## config.mk

```make
export PLATFORM = sky130hd
export DESIGN_NAME = iqtr_ctrl
export DESIGN_NICKNAME = d
export VERILOG_FILES = /design/src/iqtr_pkg.sv /design/src/iqtr_ctrl.sv
export VERILOG_INCLUDE_DIRS = /design/src /design/src/src
export SDC_FILE = /design/constraint.sdc
export NUM_CORES = 1
export LEC_CHECK = 0
export ABC_AREA = 0
export BUFFER_PORTS_ARGS = -buffer_cell sky130_fd_sc_hd__buf_2
export CORE_AREA = 10 10 47 49
export DETAILED_ROUTE_END_ITERATION = 8
export DIE_AREA = 0 0 57 59
export PLACE_DENSITY = 0.41
export SLEW_MARGIN = 0
export SYNTH_ARGS = -nofsm -noshare
export SYNTH_HDL_FRONTEND = slang
export SYNTH_SLANG_ARGS = --single-unit
```

## constraint.sdc

```tcl
create_clock -name clk -period 1 [get_ports clk]
set_input_delay 0.15 -clock clk [delete_from_list [all_inputs] [get_ports clk]]
set_output_delay 0.15 -clock clk [all_outputs]
set_load 0.03 [all_outputs]
```

## src/image_quarter_turn_rotator_defines.svh

```systemverilog
// assertion macros for the quarter-turn image rotator
// standalone header, no dependencies; included by files that carry assertions
`ifndef IMAGE_QUARTER_TURN_ROTATOR_DEFINES_SVH
`define IMAGE_QUARTER_TURN_ROTATOR_DEFINES_SVH

// same-cycle implication, checked out of reset
`define IQTR_ASSERT_IMP(name, clk, rst, ante, cons) \
  name: assert property (@(posedge clk) disable iff (rst) (ante) |-> (cons)) \
    else $error("iqtr: same-cycle check failed");

// next-cycle implication, checked out of reset
`define IQTR_ASSERT_NEXT(name, clk, rst, ante, cons) \
  name: assert property (@(posedge clk) disable iff (rst) (ante) |=> (cons)) \
    else $error("iqtr: next-cycle check failed");

`endif

```

## src/iqtr_pkg.sv

```systemverilog
// shared types and constants for the quarter-turn image rotator
// no dependencies; imported by the controller, datapath and top level
package iqtr_pkg;

  localparam int CFG_DATA_W  = 9;
  localparam int CFG_INDEX_W = 3;
  localparam int PIX_PORT_W  = 24;
  localparam int GREY_BITS   = 8;

  // register indexes on the configuration port
  localparam logic [CFG_INDEX_W-1:0] REG_IMAGE_WIDTH   = 3'd0;
  localparam logic [CFG_INDEX_W-1:0] REG_IMAGE_HEIGHT  = 3'd1;
  localparam logic [CFG_INDEX_W-1:0] REG_SEL_LEFT      = 3'd2;
  localparam logic [CFG_INDEX_W-1:0] REG_SEL_TOP       = 3'd3;
  localparam logic [CFG_INDEX_W-1:0] REG_SEL_RIGHT     = 3'd4;
  localparam logic [CFG_INDEX_W-1:0] REG_SEL_BOTTOM    = 3'd5;
  localparam logic [CFG_INDEX_W-1:0] REG_QUARTER_TURNS = 3'd6;
  localparam logic [CFG_INDEX_W-1:0] REG_COLOUR_MODE   = 3'd7;

  // item codes on func
  localparam logic FUNC_LOAD  = 1'b0;
  localparam logic FUNC_FETCH = 1'b1;

  // controller to datapath
  typedef struct packed {
    logic capture;   // latch the accepted beat
    logic prep;      // coordinate set-up stage
    logic map;       // source coordinate and position advance (fetch)
    logic write;     // store write and load count advance (load)
    logic addr;      // linear address multiply
    logic read;      // store read
    logic out_load;  // fill the output register
  } iqtr_cmd_t;

  // datapath to controller
  typedef struct packed {
    logic item_fetch;
  } iqtr_sts_t;

endpackage

```

## src/iqtr_ctrl.sv

```systemverilog
// sequencing state machine for the quarter-turn image rotator
// depends on iqtr_pkg and image_quarter_turn_rotator_defines.svh
`include "image_quarter_turn_rotator_defines.svh"

module iqtr_ctrl import iqtr_pkg::*; (
  input  logic      clk,
  input  logic      rst,
  input  logic      in_valid,
  output logic      in_ready,
  output logic      out_valid,
  input  logic      out_ready,
  input  iqtr_sts_t sts,
  output iqtr_cmd_t cmd
);

  typedef enum logic [2:0] {
    S_IDLE,
    S_PREP,
    S_MAP,
    S_ADDR,
    S_READ,
    S_DELIVER
  } state_t;

  state_t state;
  state_t state_next;

  assign in_ready = (state == S_IDLE);

  always_comb begin
    cmd          = '0;
    cmd.capture  = in_valid && in_ready;
    cmd.prep     = (state == S_PREP);
    cmd.map      = (state == S_MAP) && sts.item_fetch;
    cmd.write    = (state == S_MAP) && !sts.item_fetch;
    cmd.addr     = (state == S_ADDR);
    cmd.read     = (state == S_READ);
    cmd.out_load = (state == S_DELIVER) && (!out_valid || out_ready);
  end

  always_comb begin
    state_next = state;
    unique case (state)
      S_IDLE:    if (in_valid) state_next = S_PREP;
      S_PREP:    state_next = S_MAP;
      S_MAP:     state_next = sts.item_fetch ? S_ADDR : S_IDLE;
      S_ADDR:    state_next = S_READ;
      S_READ:    state_next = S_DELIVER;
      S_DELIVER: if (cmd.out_load) state_next = S_IDLE;
      default:   state_next = S_IDLE;
    endcase
  end

  always_ff @(posedge clk) begin
    if (rst) begin
      state     <= S_IDLE;
      out_valid <= 1'b0;
    end else begin
      state <= state_next;
      if (cmd.out_load) begin
        out_valid <= 1'b1;
      end else if (out_ready) begin
        out_valid <= 1'b0;
      end
    end
  end

  `IQTR_ASSERT_IMP(a_no_overwrite, clk, rst, cmd.out_load && out_valid, out_ready)
  `IQTR_ASSERT_NEXT(a_busy_after_accept, clk, rst, cmd.capture, !in_ready)
  `IQTR_ASSERT_IMP(a_write_on_load, clk, rst, cmd.write, sts.item_fetch == FUNC_LOAD)
  `IQTR_ASSERT_NEXT(a_result_shown, clk, rst, cmd.out_load, out_valid)

endmodule

```

**Yosys cells after proc, flatten, opt, wreduce, memory -nomap -nowiden**

Cells that the tools add are included.

- Register bits: 4
- Input bits: 5
- Output and inout bits: 9
- Logic and storage cells: 25

- Equality and inequality tests: 7
- Muxes and demuxes: 6
- Reduce and logical (&&, ||, !) cells: 10

Operator list:

| cell | number |
|---|---|
| case mux 3 bit (6 select lines) | 1 |
| == test 3 x 2 -> 1 bit, second input constant | 2 |
| == test 3 bit, second input constant | 2 |
| two-way mux 3 bit | 2 |
| logical AND 1 bit | 4 |
| != test 2 bit, second input constant | 2 |
| == test 3 x 1 -> 1 bit, second input constant | 1 |
| logical NOT 3 bit | 1 |
| logical NOT 1 bit | 2 |
| two-way mux 1 bit | 2 |
| two-way mux 2 bit | 1 |
| AND reduction 2 bit | 1 |
| nonzero test 2 bit | 1 |
| logical OR 1 bit | 1 |

**Logic depth before layout (Yosys ltp)**

- Word-level depth: 5
- Gate-level depth with buffers: 3
- Depth with buffers taken out: 3

**Least setup slack after synthesis**

No wires, ideal clock.

- Path kind: reg2out
- Start point: register state[0]
- End point: output cmd[6] (netlist name)
- Data arrival time: 1492 ps
- Setup slack: -642 ps
- Stages on the path, launching flop included: 3
- Buffers on the path: 0
- Cells stage by stage: dfxtp_1 -> nor3_1 -> and2_1

RTL lines:

| what | RTL line | text |
|---|---|---|
| from (decl) | iqtr_ctrl.sv:25 | `state_t state;` |
| from (signal assigned) | iqtr_ctrl.sv:59 | `state <= state_next;` |
| to (decl) | iqtr_ctrl.sv:13 | `output iqtr_cmd_t cmd` |

==> results.md <==
| Step | Quantity | This run |
|---|---|---|
| run status | Run status | finished with violations |
| run status | Failing checks | setup timing |
| global routing | Pin count of the biggest net entering global routing | 8 |
| worst setup path | Reg-to-reg startpoint | state[0] |
| clock network | CTS Root Cell | sky130_fd_sc_hd__clkbuf_4 |
| logic synthesis | Area fraction of the dominant cell type after synthesis | 36.6% |
| logic synthesis | Largest cells by area after synthesis | sky130_fd_sc_hd__dfxtp_1, sky130_fd_sc_hd__nor2_1, sky130_fd_sc_hd__nand2_1 |
| floorplanning | Core Footprint | 0.00140 mm² |
| pwr | Leak Pwr | 0.000235 µW |
| detailed routing | Detail-routed via count per cell | 4.15 |
| final layout | Area overhead of the layout relative to synthesis | 149% |
| floorplanning | Die width | 57 µm |
| sta | Setup repair after global routing missed its margin | true |
| pwr | Maximum vdd ir drop | 596 µV |
| floorplanning | Die Footprint | 0.00336 mm² |
| clock network | Buffer depth of the longest clock path | 2 |
| worst hold path | Kind of path behind the tightest hold check | input pin to register |
| final layout | Number of antenna repair diodes | 0 |
| final layout | Count of nets after finishing | 62 |
| global routing | Total global routing track utilization | 4.62% |
| logic synthesis | Number of distinct library cells after synthesis | 17 |
| clock network | Number of sinks handled by clock tree synthesis | 4 |
| logic synthesis | Number of synthesis warnings | 0 |
| sta | Final-report hold violation count | 0 |
| sta | Final-report setup violation count | 11 |
| worst setup path | Critical path data arrival time | 1210 ps |
| pwr | Power density cells | 1090 mW/mm² |
| detailed routing | Average wire per standard cell | 10.7 µm |
| worst setup path | Depth of the worst register-to-register path | 5 |
| worst setup path | Worst reg-to-reg setup slack | -50 ps |
| worst hold path | Hold path cells | 2 |
| worst hold path | Endpoint, Worst Hold | state[1] |
| sta | Post-route clock skew | 3.16 ps |
| clock network | Hold-fix buffers at CTS | 0 |
| logic synthesis | Synthesized area per cell | 7.06 µm² |
| worst setup path | Startpoint type of the worst setup path | register |
| clock network | Maximum level of the CTS H-tree | 1 |
| detailed routing | Count of routing violations after the opening detailed-route iteration | 2 |
| floorplanning | Initial cell density of the core | 15.6% |
| worst setup path | Largest fanout on the critical path | 7 |
| place | # port buffers | 13 |
| worst setup path | Endpoint type of the worst setup path | output port |
| logic synthesis | Flops & latches, synth | 4 |
| sta | Count of pins over their slew limit | 0 |
| worst hold path | Start point of the worst hold path | rst |
| sta | Actual transition at the worst max-transition pin | 176 ps |
| worst setup path | Worst r2r dst | state[2] |
| logic synthesis | Dominant cell type by area after synthesis | sky130_fd_sc_hd__dfxtp_1 |
| logic synthesis | Net count after synthesis | 36 |
| place | Setup slack after placement | -168 ps |
| worst setup path | Endpoint required time on the critical path | 850 ps |
| floorplanning | I/O Pins | 14 |
| final layout | Layout cells sized above 1 | 87.3% |
| clock network | Clock slew seen by the registers of the worst setup and hold paths | 40 ps |
| global routing | Number of global-route vias before repair | 323 |
| logic synthesis | Share of synthesized area occupied by flip-flops and latches | 36.6% |
| sta | Tcrit/Tclk final | 136% |
| clock network | TritonCTS clock tree | yes |
| detailed routing | Router iterations before antenna repair | 2 |
| floorplanning | Standard-cell rows | 14 |
| global routing | GR Overflow Total | 0 |
| place | Post-detail-place hpwl | 600 µm |
| floorplanning | Height of the chip | 59 µm |
| sta | Worst max-slew margin expressed relative to the limit | 88.2% |
| detailed routing | DRC violations left | 0 |
| worst setup path | Kind of critical path | register to output port |
| place | Placed cell count | 66 |
| place | Final weighted congestion of routability-driven global placement | 0.692 |
| logic synthesis | Area of the mapped netlist | 219 µm² |
| worst setup path | Worst setup path start | state[1] |
| clock network | Later-pin clock latency in the skew report | 230 ps |
| clock network | Number of buffers created by CTS | 3 |
| logic synthesis | Number of instances in the synthesized netlist | 31 |
| detailed routing | Count of antenna-violating nets left after detailed routing | 0 |
| detailed routing | Overall routed net length | 759 µm |
| sta | Maximum frequency from static timing analysis | 734 MHz |
| final layout | Final cell count without fillers | 71 |
| global routing | Global-route wire length before repair | 1260 µm |
| global routing | Antenna violations before repair | 0 |
| flow run | Max cap viols | 0 |
| sta | Final WS setup | -362 ps |
| sta | Final critical delay including setup and external delays | 1360 ps |
| detailed routing | Vias | 295 |
==> timing repair <==
item	CTS	global route
setup buffers	2	1
pin swaps	2	4
endpoints found under the setup margin	12	12
resized for setup	23	9
cloned	0	0
==> how the worst max path moves through the flow <==
stage	end	slack [ps]	cells past startpoint
2_1_floorplan	cmd[6]	-120	2
3_3_place_gp	cmd[5]	-160	4
3_5_place_dp	cmd[5]	-170	4
4_1_cts	cmd[5]	-360	4
5_1_grt	cmd[5]	-400	4
6_report	cmd[5]	-360	3
==> cells by family after synthesis <==
group / synth area share (%)
buffers and inverters: 6.86
AO/OA/AOI/OAI: 16.0
flip-flops: 36.6
AND/OR/NAND/NOR: 40.6
==> final cells by class <==
type                            count  area, µm²
Clock buffer                        3       22.5
Fill cell                         153        856
Multi-Input combinational cell     23        189
Tap cell                           16       20.0
Sequential cell                     4       87.6
Inverter                            4       18.8
Timing Repair Buffer               21        208
==> registers in the layout (all words and copies together), names as in the netlist <==
| name | flops |
|---|---|
| out_valid | 1 |
| state | 3 |
==> cells in the final DEF, fill, tap and decap left out, types with 2 or more instances in the layout <==
master / n
sky130_fd_sc_hd__a21oi_2: 3
sky130_fd_sc_hd__and2_4: 2
sky130_fd_sc_hd__buf_12: 2
sky130_fd_sc_hd__buf_2: 5
sky130_fd_sc_hd__buf_4: 4
sky130_fd_sc_hd__buf_6: 10
sky130_fd_sc_hd__clkbuf_4: 3
sky130_fd_sc_hd__dfxtp_2: 3
sky130_fd_sc_hd__inv_2: 2
sky130_fd_sc_hd__nand2_2: 3
sky130_fd_sc_hd__nor2_1: 2
sky130_fd_sc_hd__nor2_4: 2
==> metal layers <==
metal / share of wire [%] / track usage, % / wire length [µm] / vias to the layer above
met5: 0 / 0 / 0 / -
met4: 0 / 3.02 / 0 / 0
met3: 9.9 / 2.58 / 75 / 0
met2: 49 / 6.98 / 370 / 11
met1: 41 / 4.86 / 314 / 135
li1: - / - / - / 149
==> cells in the mapped netlist <==
cell,count
sky130_fd_sc_hd__or2_1,1
sky130_fd_sc_hd__inv_1,3
sky130_fd_sc_hd__a21oi_2,1
sky130_fd_sc_hd__nor2b_1,1
sky130_fd_sc_hd__and2b_1,1
sky130_fd_sc_hd__nand3_1,1
sky130_fd_sc_hd__or3_4,1
sky130_fd_sc_hd__o21ai_0,2
sky130_fd_sc_hd__nand2_1,4
sky130_fd_sc_hd__nor3_1,1
sky130_fd_sc_hd__and2_1,1
sky130_fd_sc_hd__dfxtp_1,4
sky130_fd_sc_hd__a31oi_1,1
sky130_fd_sc_hd__inv_2,1
sky130_fd_sc_hd__a21oi_1,2
sky130_fd_sc_hd__nor2_1,5
sky130_fd_sc_hd__and2_2,1
==> critical path: stages, from the launching register on <==
cell and delay, ps:
sky130_fd_sc_hd__dfxtp_4 370, sky130_fd_sc_hd__or3_4 420, sky130_fd_sc_hd__clkinvlp_4 80, sky130_fd_sc_hd__buf_6 120
==> through the flow <==
step,util [%],power (µW),cell area (µm²),TNS (ps),hold slack [ps]
after global routing,38.9,628,546,-3160,131
after CTS,37.3,589,523,-2560,127
after detailed placement,29.6,342,414,-930,365
after global placement,29.6,343,414,-991,368
final,38.9,592,546,-2550,132
after floorplan,-,275,259,-248,205
==> power breakdown <==
part / total [µW] / leakage, µW / switching (µW) / internal (µW)
Sequential: 182 / 0.0000347 / 13.8 / 169
Clock: 198 / 0.0000138 / 64.1 / 134
Combinational: 212 / 0.000187 / 101 / 110
Total: 592 / 0.000235 / 179 / 413
Power figures use the tool's default switching activity.
